`src/rtl/core/oaat_pkg.sv`:
```
// oaat_pkg: shared constants and types for the one-at-a-time byte hash block
// no dependencies; used by oaat_front, oaat_fifo, oaat_back and the top level
package oaat_pkg;

	localparam int unsigned HASH_W       = 64;
	localparam int unsigned BYTE_W       = 8;
	localparam int unsigned BUCKET_W     = 32;
	localparam int unsigned DIV_STEPS    = HASH_W;
	localparam int unsigned DIV_CNT_W    = $clog2(DIV_STEPS);

	localparam int unsigned MIX_ADD_SH   = 10;
	localparam int unsigned MIX_XOR_SH   = 6;
	localparam int unsigned FIN_ADD1_SH  = 3;
	localparam int unsigned FIN_XOR_SH   = 11;
	localparam int unsigned FIN_ADD2_SH  = 15;

	localparam logic [BUCKET_W-1:0] BUCKET_COUNT_RESET = 32'd10000;

	typedef logic [HASH_W-1:0] hash_t;

	typedef struct packed {
		logic full;
		logic empty;
	} fifo_status_t;

endpackage

```
`src/rtl/core/one_at_a_time_byte_hash_mod.sv`:
```
// one_at_a_time_byte_hash_mod: top level of the one-at-a-time string hash to bucket index
// depends on oaat_pkg, oaat_front, oaat_fifo, oaat_back
//
//   channel   direction  handshake              payload
//   in        input      in_valid / in_ready    byte_value, last_byte
//   out       output     out_valid / out_ready  bucket_index
//   cfg       input      cfg_wr_en              cfg_wr_data (bucket_count)
//
// one byte transaction per cycle while the hash queue has room
// each string then passes through the back end: pop, three avalanche steps,
// a one-bit-per-cycle modulo over all HASH_W hash bits, and a load into the output register
// the modulo loop sets the sustained rate for short strings
// arst_n clears the running hash, the queue and the output; bucket_count resets to 10000
// out stalls hold the back end in its hold state; the front keeps taking bytes until the queue fills
module one_at_a_time_byte_hash_mod #(
	parameter int unsigned QUEUE_DEPTH = 2
) (
	input  logic                              clk,
	input  logic                              arst_n,
	input  logic                              in_valid,
	output logic                              in_ready,
	input  logic [oaat_pkg::BYTE_W-1:0]       byte_value,
	input  logic                              last_byte,
	output logic                              out_valid,
	input  logic                              out_ready,
	output logic [oaat_pkg::BUCKET_W-1:0]     bucket_index,
	input  logic                              cfg_wr_en,
	input  logic [oaat_pkg::BUCKET_W-1:0]     cfg_wr_data
);

	oaat_pkg::fifo_status_t fifo_status;
	oaat_pkg::hash_t        push_data;
	oaat_pkg::hash_t        pop_data;
	logic                   push;
	logic                   pop;

	oaat_front u_front (
		.clk         (clk),
		.arst_n      (arst_n),
		.in_valid    (in_valid),
		.in_ready    (in_ready),
		.byte_value  (byte_value),
		.last_byte   (last_byte),
		.fifo_status (fifo_status),
		.push        (push),
		.push_data   (push_data)
	);

	oaat_fifo #(
		.DEPTH (QUEUE_DEPTH)
	) u_fifo (
		.clk       (clk),
		.arst_n    (arst_n),
		.push      (push),
		.push_data (push_data),
		.pop       (pop),
		.pop_data  (pop_data),
		.status    (fifo_status)
	);

	oaat_back u_back (
		.clk          (clk),
		.arst_n       (arst_n),
		.cfg_wr_en    (cfg_wr_en),
		.cfg_wr_data  (cfg_wr_data),
		.fifo_status  (fifo_status),
		.pop_data     (pop_data),
		.pop          (pop),
		.out_valid    (out_valid),
		.out_ready    (out_ready),
		.bucket_index (bucket_index)
	);

endmodule

```
`src/rtl/core/oaat_front.sv`:
```
// oaat_front: takes byte transactions and applies the per-byte mix
// depends on oaat_pkg; hands each finished string hash to oaat_fifo
module oaat_front (
	input  logic                              clk,
	input  logic                              arst_n,
	input  logic                              in_valid,
	output logic                              in_ready,
	input  logic [oaat_pkg::BYTE_W-1:0]       byte_value,
	input  logic                              last_byte,
	input  oaat_pkg::fifo_status_t            fifo_status,
	output logic                              push,
	output oaat_pkg::hash_t                   push_data
);

	oaat_pkg::hash_t hash_q;
	oaat_pkg::hash_t sum;
	oaat_pkg::hash_t mix_add;
	oaat_pkg::hash_t mix_out;
	logic            accept;

	assign in_ready = !fifo_status.full;
	assign accept   = in_valid && in_ready;

	always_comb begin
		sum     = hash_q + {{(oaat_pkg::HASH_W-oaat_pkg::BYTE_W){byte_value[oaat_pkg::BYTE_W-1]}},
			byte_value};
		mix_add = sum + (sum << oaat_pkg::MIX_ADD_SH);
		mix_out = mix_add ^ (mix_add >> oaat_pkg::MIX_XOR_SH);
	end

	assign push      = accept && last_byte;
	assign push_data = mix_out;

	always_ff @(posedge clk or negedge arst_n) begin
		if (!arst_n) begin
			hash_q <= '0;
		end else if (accept) begin
			hash_q <= last_byte ? '0 : mix_out;
		end
	end

endmodule

```
`src/rtl/core/oaat_fifo.sv`:
```
// oaat_fifo: short queue of mixed string hashes between front and back
// depends on oaat_pkg for the hash and status types
module oaat_fifo #(
	parameter int unsigned DEPTH = 2
) (
	input  logic                   clk,
	input  logic                   arst_n,
	input  logic                   push,
	input  oaat_pkg::hash_t        push_data,
	input  logic                   pop,
	output oaat_pkg::hash_t        pop_data,
	output oaat_pkg::fifo_status_t status
);

	localparam int unsigned PTR_W = (DEPTH > 1) ? $clog2(DEPTH) : 1;
	localparam int unsigned CNT_W = $clog2(DEPTH + 1);

	oaat_pkg::hash_t   mem [DEPTH];
	logic [PTR_W-1:0]  wr_ptr_q;
	logic [PTR_W-1:0]  rd_ptr_q;
	logic [CNT_W-1:0]  count_q;

	assign status.full  = (count_q == CNT_W'(DEPTH));
	assign status.empty = (count_q == '0);
	assign pop_data     = mem[rd_ptr_q];

	always_ff @(posedge clk) begin
		if (push) begin
			mem[wr_ptr_q] <= push_data;
		end
	end

	always_ff @(posedge clk or negedge arst_n) begin
		if (!arst_n) begin
			wr_ptr_q <= '0;
			rd_ptr_q <= '0;
			count_q  <= '0;
		end else begin
			if (push) begin
				wr_ptr_q <= (wr_ptr_q == PTR_W'(DEPTH - 1)) ? '0 : wr_ptr_q + 1'b1;
			end
			if (pop) begin
				rd_ptr_q <= (rd_ptr_q == PTR_W'(DEPTH - 1)) ? '0 : rd_ptr_q + 1'b1;
			end
			if (push && !pop) begin
				count_q <= count_q + 1'b1;
			end else if (pop && !push) begin
				count_q <= count_q - 1'b1;
			end
		end
	end

	a_no_overflow: assert property (@(posedge clk) disable iff (!arst_n)
		push |-> (!status.full || pop))
		else $error("queue written while full");

	a_count_up: assert property (@(posedge clk) disable iff (!arst_n)
		(push && !pop) |=> (count_q == $past(count_q) + 1'b1))
		else $error("queue count did not follow a write");

endmodule

```
`src/rtl/core/oaat_back.sv`:
```
// oaat_back: final avalanche, bit-serial modulo and output register
// depends on oaat_pkg; pops string hashes from oaat_fifo, holds bucket_count
module oaat_back (
	input  logic                              clk,
	input  logic                              arst_n,
	input  logic                              cfg_wr_en,
	input  logic [oaat_pkg::BUCKET_W-1:0]     cfg_wr_data,
	input  oaat_pkg::fifo_status_t            fifo_status,
	input  oaat_pkg::hash_t                   pop_data,
	output logic                              pop,
	output logic                              out_valid,
	input  logic                              out_ready,
	output logic [oaat_pkg::BUCKET_W-1:0]     bucket_index
);

	typedef enum logic [2:0] {
		ST_IDLE,
		ST_FIN1,
		ST_FIN2,
		ST_FIN3,
		ST_DIV,
		ST_HOLD
	} state_t;

	state_t                               state_q;
	oaat_pkg::hash_t                      h_q;
	logic [oaat_pkg::BUCKET_W-1:0]        rem_q;
	logic [oaat_pkg::DIV_CNT_W-1:0]       cnt_q;
	logic [oaat_pkg::BUCKET_W-1:0]        bucket_q;
	logic                                 out_valid_q;
	logic [oaat_pkg::BUCKET_W-1:0]        result_q;
	logic [oaat_pkg::BUCKET_W:0]          trial;
	logic [oaat_pkg::BUCKET_W:0]          diff;
	logic                                 can_load;

	assign pop          = (state_q == ST_IDLE) && !fifo_status.empty;
	assign out_valid    = out_valid_q;
	assign bucket_index = result_q;
	assign can_load     = !out_valid_q || out_ready;

	// restoring remainder step, one dividend bit per cycle
	always_comb begin
		trial = {rem_q, h_q[oaat_pkg::HASH_W-1]};
		diff  = trial - {1'b0, bucket_q};
	end

	always_ff @(posedge clk or negedge arst_n) begin
		if (!arst_n) begin
			bucket_q <= oaat_pkg::BUCKET_COUNT_RESET;
		end else if (cfg_wr_en) begin
			bucket_q <= cfg_wr_data;
		end
	end

	always_ff @(posedge clk or negedge arst_n) begin
		if (!arst_n) begin
			state_q     <= ST_IDLE;
			h_q         <= '0;
			rem_q       <= '0;
			cnt_q       <= '0;
			out_valid_q <= 1'b0;
			result_q    <= '0;
		end else begin
			if (out_valid_q && out_ready && (state_q != ST_HOLD)) begin
				out_valid_q <= 1'b0;
			end
			case (state_q)
				ST_IDLE: begin
					if (!fifo_status.empty) begin
						h_q     <= pop_data;
						state_q <= ST_FIN1;
					end
				end
				ST_FIN1: begin
					h_q     <= h_q + (h_q << oaat_pkg::FIN_ADD1_SH);
					state_q <= ST_FIN2;
				end
				ST_FIN2: begin
					h_q     <= h_q ^ (h_q >> oaat_pkg::FIN_XOR_SH);
					state_q <= ST_FIN3;
				end
				ST_FIN3: begin
					h_q     <= h_q + (h_q << oaat_pkg::FIN_ADD2_SH);
					rem_q   <= '0;
					cnt_q   <= '0;
					state_q <= ST_DIV;
				end
				ST_DIV: begin
					if (trial >= {1'b0, bucket_q}) begin
						rem_q <= diff[oaat_pkg::BUCKET_W-1:0];
					end else begin
						rem_q <= trial[oaat_pkg::BUCKET_W-1:0];
					end
					h_q   <= h_q << 1;
					cnt_q <= cnt_q + 1'b1;
					if (cnt_q == oaat_pkg::DIV_CNT_W'(oaat_pkg::DIV_STEPS - 1)) begin
						state_q <= ST_HOLD;
					end
				end
				ST_HOLD: begin
					if (can_load) begin
						result_q    <= (bucket_q == '0) ? '0 : rem_q;
						out_valid_q <= 1'b1;
						state_q     <= ST_IDLE;
					end
				end
				default: begin
					state_q <= ST_IDLE;
				end
			endcase
		end
	end

	a_rem_below_mod: assert property (@(posedge clk) disable iff (!arst_n)
		(state_q == ST_DIV && bucket_q != '0) |-> (rem_q < bucket_q))
		else $error("partial remainder not below bucket count");

	a_result_from_hold: assert property (@(posedge clk) disable iff (!arst_n)
		$rose(out_valid_q) |-> $past(state_q == ST_HOLD))
		else $error("result raised outside the hold state");

	a_div_ends: assert property (@(posedge clk) disable iff (!arst_n)
		(state_q == ST_DIV && cnt_q == oaat_pkg::DIV_CNT_W'(oaat_pkg::DIV_STEPS - 1))
		|=> (state_q == ST_HOLD))
		else $error("modulo did not finish after the last dividend bit");

endmodule
```
`config.mk`:
```
export PLATFORM = sky130hd
export DESIGN_NAME = one_at_a_time_byte_hash_mod
export DESIGN_NICKNAME = d
export VERILOG_FILES = /design/src/rtl/core/oaat_pkg.sv /design/src/rtl/core/one_at_a_time_byte_hash_mod.sv /design/src/rtl/core/oaat_front.sv /design/src/rtl/core/oaat_fifo.sv /design/src/rtl/core/oaat_back.sv
export SDC_FILE = /design/constraint.sdc
export NUM_CORES = 1
export LEC_CHECK = 0
export ABC_AREA = 1
export BUFFER_PORTS_ARGS = -buffer_cell sky130_fd_sc_hd__clkbuf_2
export CAP_MARGIN = 20
export CORE_UTILIZATION = 50
export DETAILED_ROUTE_END_ITERATION = 7
export PLACE_DENSITY_LB_ADDON = 0.25
export SYNTH_ARGS = -nofsm -noshare
export SYNTH_HDL_FRONTEND = slang
export SYNTH_SLANG_ARGS = --single-unit
```
`constraint.sdc`:
```
create_clock -name clk -period 11.55 [get_ports clk]
set_clock_uncertainty 0.2 [all_clocks]
set_input_delay 0.5775 -clock clk [delete_from_list [all_inputs] [get_ports clk]]
set_output_delay 0.5775 -clock clk [all_outputs]
set_load 0.01 [all_outputs]
```
==> run_results.csv, run 1 <==
group,metric,value,unit
finish,drive_gt1_share,6.870,%
power,p_int,0.005861,W
finish,n_fill_cell,6433,
power,power_frac_comb,66.2,%
yosys,synth_xor_xnor_area_share,5.636,%
finish,multi_input_area,20680,µm²
power,p_leak,17.97,nW
power,clockPowerShare,11.1,%
place,dp.cells,5747,
yosys,synth_area,33300,µm²
critical_path,setup.worst_path.start,"u_front.hash_q[0]",
yosys,synth-edff-count,128,
finish,area.growth.synth_to_final,8.863,%
global_route,grt_pass1_vias,30970,
floorplanning,ios,80,
floorplanning,initial_core_util,50.56,%
global_route,track_usage,32.72,%
sta,fin_crit_sh,51.05,%
clock_network,cts_buffers,41,
sta,rsz0062_at_grt,"no",
yosys,ys.flop_type,"dfrtp_1",
yosys,syn-mean-instance-area,6.830,µm²
power,p_per_area,336.6,nW/µm²
floorplanning,die-height,260.1,µm
floorplanning,num_rows,94,
power,pwr-share-seq,22.8,%
yosys,yosysWarnings,0,
finish,antenna_cells,0,
critical_path,worstPathArrival,6030,ps
power,switching_power,0.006343,W
clock_network,cts_tree,"yes",
sta,setup_viol,0,
status,outcome,"finished, final reports clean",
critical_path,crit_fanout,4,
global_route,grt_pass1_wl,172900,µm
floorplanning,die_area,67640,µm²
clock_network,clk_root_buffer_cell,"clkbuf_16",
yosys,synth_fa_ha_area_share,9.881,%
route,drtIter0Drc,3194,
critical_path,reg2regPathDepth,26,
global_route,antenna_found_initial,1,
floorplanning,dieWidth,260.1,µm
critical_path,crit_type,"flop to flop",
clock_network,cts.path.max_buffers,3,
critical_path,r2r-start,"u_front.hash_q[0]",
yosys,syn_nets,5182,
sta,finalHoldWorstSlack,13.06,ps
route,via_per_inst,5.697,
place,dpl.hpwl,88340,µm
route,first_pass_iters,6,
yosys,synth_top_family_by_area,"simple AND/OR/NAND/NOR gates",
route,vias,33280,
sta,slew_viol_final,0,
yosys,synth_compound_area_share,18.73,%
route,wire_per_inst,19.21,µm
finish,final_cell_mix,"1317 x nand2_1, 652 x inv_1, 444 x a21oi_1",
route,drtAntennaViolNets,0,
floorplanning,core,65860,µm²
place,gp_congestion,1.014,
critical_path,worstPathRequired,11680,ps
place,numPortBuffers,79,
yosys,synthMuxAreaShare,0.1202,%
clock_network,htreeDepth,2,
power,worst_ir_drop_vdd,0.2606,mV
global_route,grt_overflow,0,
yosys,ys_seq_area_share,29.44,%
critical_path,crit_path_end,"u_fifo.mem[0][47]",
worst_hold_path,hp-class,"input port to flop",
critical_path,worstSetupEndpointType,"flop",
clock_network,clock-sinks,366,
power,swShare,51.97,%
yosys,synthCells,4876,
sta,min_period,5896,ps
finish,final_common_cell,"nand2_1",
yosys,async_reset_ff_share,65.03,%
critical_path,r2r_slack,5650,ps
global_route,grt_max_degree,149,
clock_network,post_cts_resized,0,
sta,hold_violations,0,
finish,seq_area,9807,µm²
job,maxCapViolCount,0,
finish,fin_util,55.04,%
clock_network,cts.clk_slew.worst_paths,60,ps
yosys,synth_cell_types,64,
sta,fmax,169.6,MHz
sta,max_slew_margin,28.26,%
finish,finish.net_count,5251,
clock_network,insertion_delay,590,ps
yosys,synth-simple-area-share,27.54,%
route,routed_wirelength,112200,µm
sta,tightest_slew,1076,ps
sta,tns,0,ps
finish,final_cells,5842,
yosys,ys_ff_latch,366,
critical_path,worst_setup_path_start_kind,"flop",
critical_path,reg2reg_to,"u_fifo.mem[0][47]",
route,drc,0,
## Yosys cell counts, types with 8 or more instances
cell type     n  share of area [%]
inv_1       654                7.4
a221oi_1     11               0.29
nor2_2       26               0.49
ha_1        255                9.6
a21o_1       13               0.29
nor2_4        9               0.30
o21ai_1      16               0.24
nor3_1       39               0.59
a22o_1       22               0.58
o21a_1       34               0.77
edfxtp_1    128                 12
nand3_1     225                3.4
clkbuf_1     84               0.95
o21bai_1     12               0.27
o22ai_1      16               0.30
a21oi_1     445                6.7
xnor2_1      88                2.3
nor4_1       15               0.28
nand4_1      57                1.1
nand2_1    1319                 15
a31oi_1      52               0.98
and2_1       14               0.26
nor2_1      352                4.0
nand3_2      16               0.48
dfrtp_1     233                 18
inv_2        12               0.14
a21boi_0     13               0.29
o41ai_1      10               0.26
xor2_1      117                3.1
o221ai_1      8               0.21
o31ai_1       9               0.20
o21ai_0     380                5.7
o211ai_1     25               0.56
a32oi_1      16               0.42
nand2_2      40               0.75
or2_2        30               0.56
## power groups by stage
stage | clock network (W) | logic (W) | registers [W]
after global placement | 0 | 0.00777 | 0.00279
after global routing | 0.00141 | 0.00896 | 0.00281
final | 0.00135 | 0.00807 | 0.00278
after CTS | 0.00136 | 0.00794 | 0.00277
after floorplan | 0 | 0.00587 | 0.00267
after detailed placement | 0 | 0.00790 | 0.00278
## per-layer routing
| layer | track usage (%) | wire, µm | part of all wire [%] |
|---|---|---|---|
| met1 | 47.42 | 50980 | 45 |
| met2 | 51.10 | 49160 | 44 |
| met3 | 3.811 | 8933 | 8.0 |
| met4 | 9.308 | 3135 | 2.8 |
| met5 | 0 | 9 | 0.0080 |
## through the flow
step,setup slack (ps),power [W],area (µm²)
2_1_floorplan,6891,0.008537,33300
3_3_place_gp,5167,0.01055,34670
3_5_place_dp,5155,0.01068,34670
4_1_cts,5711,0.01207,36250
5_1_grt,5248,0.01318,36250
6_report,5654,0.01220,36250
## kinds of logic after synthesis
group	count (synthesis)
XOR/XNOR	210
AND/OR/NAND/NOR	2164
multiplexers	4
AO/OA/AOI/OAI	1108
adder cells (fa/ha/maj)	260
buffers and inverters	764
flip-flops	366
## state kept, by name, summed over array words and instances (netlist names), 2 cells and up
signal               flops
u_back.rem_q            32
u_front.hash_q          64
u_back.bucket_index     32
u_back.bucket_q         32
u_fifo.mem             128
u_fifo.count_q           2
u_back.h_q              64
u_back.state_q           3
u_back.cnt_q             6
## critical path, cell delays in order, from the launching register on
cell     delay, ps
dfrtp_1        390
ha_1           250
fa_1           440
nand2_1         90
nand2_1         70
and2_1         160
nand2_1         60
nand2_1        150
a31oi_1        330
o21ai_0        230
xor2_1         240
ha_1           410
nand2_1        110
nor2_1         170
nand4_1         90
o21ai_1        580
a21oi_1        200
nor3_1         410
nor2_1         120
nor2_1         240
nand2_1        130
nand3_1        110
or2_1          120
nand2_2         80
inv_1           60
nand2_1         60
and2_1         150
## how the worst min path moves through the flow
stage	endpoint	depth (start not counted)	start	slack [ps]
floorplan	u_back.bucket_index[0]	0	arst_n	80
global placement	u_back.cnt_q[5]	1	u_back.cnt_q[5]	250
detailed placement	u_fifo.count_q[0]	1	u_fifo.count_q[0]	280
CTS	u_back.bucket_q[22]	3	cfg_wr_data[22]	3
global route	u_back.bucket_q[19]	3	cfg_wr_data[19]	20
finish	u_back.bucket_q[11]	3	cfg_wr_data[11]	10
## layout make-up
type / instances / share of cell area [%]
inverters: 668 / 6.916
clock buffers: 52 / 3.082
flip-flops and latches: 366 / 27.05
clock inverters: 24 / 0.7627
multi-input cells: 3746 / 57.04
well taps: 864 / 2.982
repair buffers: 122 / 2.167
## repair_timing
item	in CTS	in global routing
endpoints found under the hold margin	102	0
hold buffers	18	0
buffers inserted	0	0
No activity file was read; power rests on OpenSTA's default activity.
==> inputs of run 2 (changes only) <==
Clock period 11.55 ns to 5.8 ns, I/O delays scaled along.
==> run 2 against run 1 <==
Cell area rose by 0.61%. Routed wire length rose by 1.3%. Critical path depth fell by 2. Combinational power rose by 100%. Non-clock buffer count rose by 27. Hold slack improved by 72 ps. Maximum frequency rose by 8.0%. Sequential power rose by 99%. Core utilization rose by 0.33 points. Sequential share of layout area fell by 0.16 points. Power rose by 100%. Largest cell class unchanged. Largest power group unchanged.
==> run_results.csv, run 2 (synthesis results as in run 1) <==
group,metric,value,unit
sta,slew_viol_final,0,
critical_path,worstPathRequired,5920,ps
clock_network,cts_buffers,41,
finish,final_cell_mix,"1317 x nand2_1, 652 x inv_1, 444 x a21oi_1",
clock_network,cts_tree,"yes",
route,first_pass_iters,7,
power,power_frac_comb,66.7,%
sta,tightest_slew,1093,ps
floorplanning,dieWidth,260.1,µm
route,vias,33560,
floorplanning,die_area,67640,µm²
floorplanning,die-height,260.1,µm
critical_path,worstSetupEndpointType,"flop",
critical_path,slowest_stage,"fa_1",
clock_network,cts_setup_buffers,0,
finish,antenna_cells,0,
power,p_leak,18.08,nW
route,drtIter0Drc,3080,
power,p_per_area,676.9,nW/µm²
sta,tns,0,ps
critical_path,crit_type,"flop to flop",
sta,fin_crit_sh,94.11,%
route,drc,0,
finish,top_regs,"u_fifo.mem (128), u_back.h_q (64), u_front.hash_q (64)",
status,outcome,"finished, final reports clean",
power,swShare,52.27,%
power,worst_ir_drop_vdd,0.4443,mV
finish,final_cells,5869,
critical_path,r2r-start,"u_front.hash_q[0]",
route,routed_wirelength,113600,µm
critical_path,path_cells,"ha_1 > fa_1 > nand2_1 > nand2_1 > and2_1 > nand2_1 > nand2_1 > a31oi_1 > o21ai_0 > xor2_1 > ha_1 > nand2_1 > nor2_1 > a21oi_1 > nand2_1 > a21oi_1 > o21ai_0 > nand4_1 > nand2_1 > nand2_1 > nand2_1 > xnor2_1 > xor2_1 > inv_1",
route,wire_per_inst,19.36,µm
sta,rsz0062_at_grt,"no",
critical_path,critical_path_buf_inv_count,1,
floorplanning,num_rows,94,
finish,regMostFlops,"u_fifo.mem",
power,clockPowerShare,10.9,%
clock_network,htreeDepth,2,
place,gp_congestion,0.9985,
finish,finish.net_count,5278,
critical_path,setup.worst_path.start,"u_front.hash_q[0]",
power,pwr-share-seq,22.4,%
critical_path,worstPathArrival,5580,ps
floorplanning,initial_core_util,50.56,%
critical_path,r2r_slack,340,ps
critical_path,crit_family,"simple AND/OR/NAND/NOR gates",
floorplanning,ios,80,
global_route,track_usage,33.32,%
route,drtAntennaViolNets,0,
global_route,antenna_found_initial,1,
worst_hold_path,hold_path_startpoint,"last_byte",
critical_path,slowest_delay,440,ps
power,switching_power,0.01290,W
clock_network,post_cts_resized,0,
clock_network,clock-sinks,366,
critical_path,crit_fanout,4,
sta,setup_viol,0,
sta,fmax,183.2,MHz
critical_path,path_common_cell,"nand2_1",
place,numPortBuffers,79,
clock_network,clk_root_buffer_cell,"clkbuf_16",
floorplanning,core,65860,µm²
finish,largest_reg_flops,128,
finish,final_common_cell,"nand2_1",
sta,hold_violations,0,
finish,area.growth.synth_to_final,9.524,%
critical_path,worst_setup_path_start_kind,"flop",
clock_network,cts.path.max_buffers,3,
place,dp.cells,5758,
sta,max_slew_margin,27.12,%
route,via_per_inst,5.718,
job,maxCapViolCount,0,
global_route,grt_max_degree,150,
clock_network,insertion_delay,580,ps
worst_hold_path,hp-class,"input port to flop",
place,dpl.hpwl,89070,µm
sta,min_period,5458,ps
global_route,grt_pass1_vias,31350,
global_route,grt_pass1_wl,175500,µm
global_route,grt_overflow,0,
power,p_int,0.01179,W
clock_network,cts.clk_slew.worst_paths,70,ps
power,totalPowerFinal,0.02469,W
finish,drive_gt1_share,7.173,%
## run 2: worst register-to-register path, cell delays in order, from the launching register on
cell and delay (ps):
dfrtp_1 390, ha_1 250, fa_1 440, nand2_1 90, nand2_1 60, and2_1 160, nand2_1 60, nand2_1 150
a31oi_1 290, o21ai_0 250, xor2_1 230, ha_1 400, nand2_1 130, nor2_1 80, a21oi_1 210, nand2_1 140
a21oi_1 230, o21ai_0 180, nand4_1 200, nand2_1 110, nand2_1 80, nand2_1 130, xnor2_1 410, xor2_1 230
inv_1 90
## run 2: power groups by stage
stage                     Combinational (W)  Sequential [W]  Clock (W)
after global routing                 0.0182         0.00558    0.00279
final                                0.0165         0.00553    0.00268
after floorplan                      0.0117         0.00532          0
after global placement               0.0159         0.00553          0
after CTS                            0.0162         0.00550    0.00270
after detailed placement             0.0161         0.00553          0
## run 2: timing repair
action / 4_1_cts / 5_1_grt
setup endpoints to repair: 0 / 0
endpoints found under the hold margin: 124 / 0
hold buffers: 34 / 0
## run 2: worst paths after layout
path | end | cells after the start
max reg2reg | u_fifo.mem[0][38] | 24
min reg2reg | u_back.cnt_q[5] | 1
max | u_fifo.mem[0][38] | 24
min | u_fifo.wr_ptr_q | 4
min in group asynchronous | u_back.rem_q[6] | 2
max in group asynchronous | u_back.h_q[13] | 3
## run 2: routing by layer
| metal | vias to the layer above | track usage, % | part of all wire, % |
|---|---|---|---|
| li1 | 16470 | - | - |
| met4 | 0 | 9.194 | 2.7 |
| met1 | 15650 | 47.75 | 45 |
| met5 | - | 0 | 0 |
| met2 | 1271 | 52.19 | 44 |
| met3 | 173 | 4.717 | 8.1 |
## run 2: layout make-up
class / count / area, µm²
well taps: 864 / 1081
clock buffers: 45 / 1094
clock inverters: 31 / 270.3
flip-flops and latches: 366 / 9807
inverters: 668 / 2507
repair buffers: 149 / 1041
multi-input cells: 3746 / 20670
fillers: 6502 / 29390
## run 2: stage by stage
| step | hold slack (ps) | setup slack, ps | util [%] | instance area, µm² |
|---|---|---|---|---|
| 4_1_cts | 54.69 | 442.7 | 55.35 | 36450 |
| 2_1_floorplan | -205.6 | 1349 | - | 33300 |
| 5_1_grt | 65.37 | 1.891 | 55.38 | 36470 |
| 3_3_place_gp | 149.7 | 253.9 | 52.76 | 34750 |
| 6_report | 85.38 | 341.8 | 55.38 | 36470 |
| 3_5_place_dp | 152.1 | 168.2 | 52.76 | 34750 |
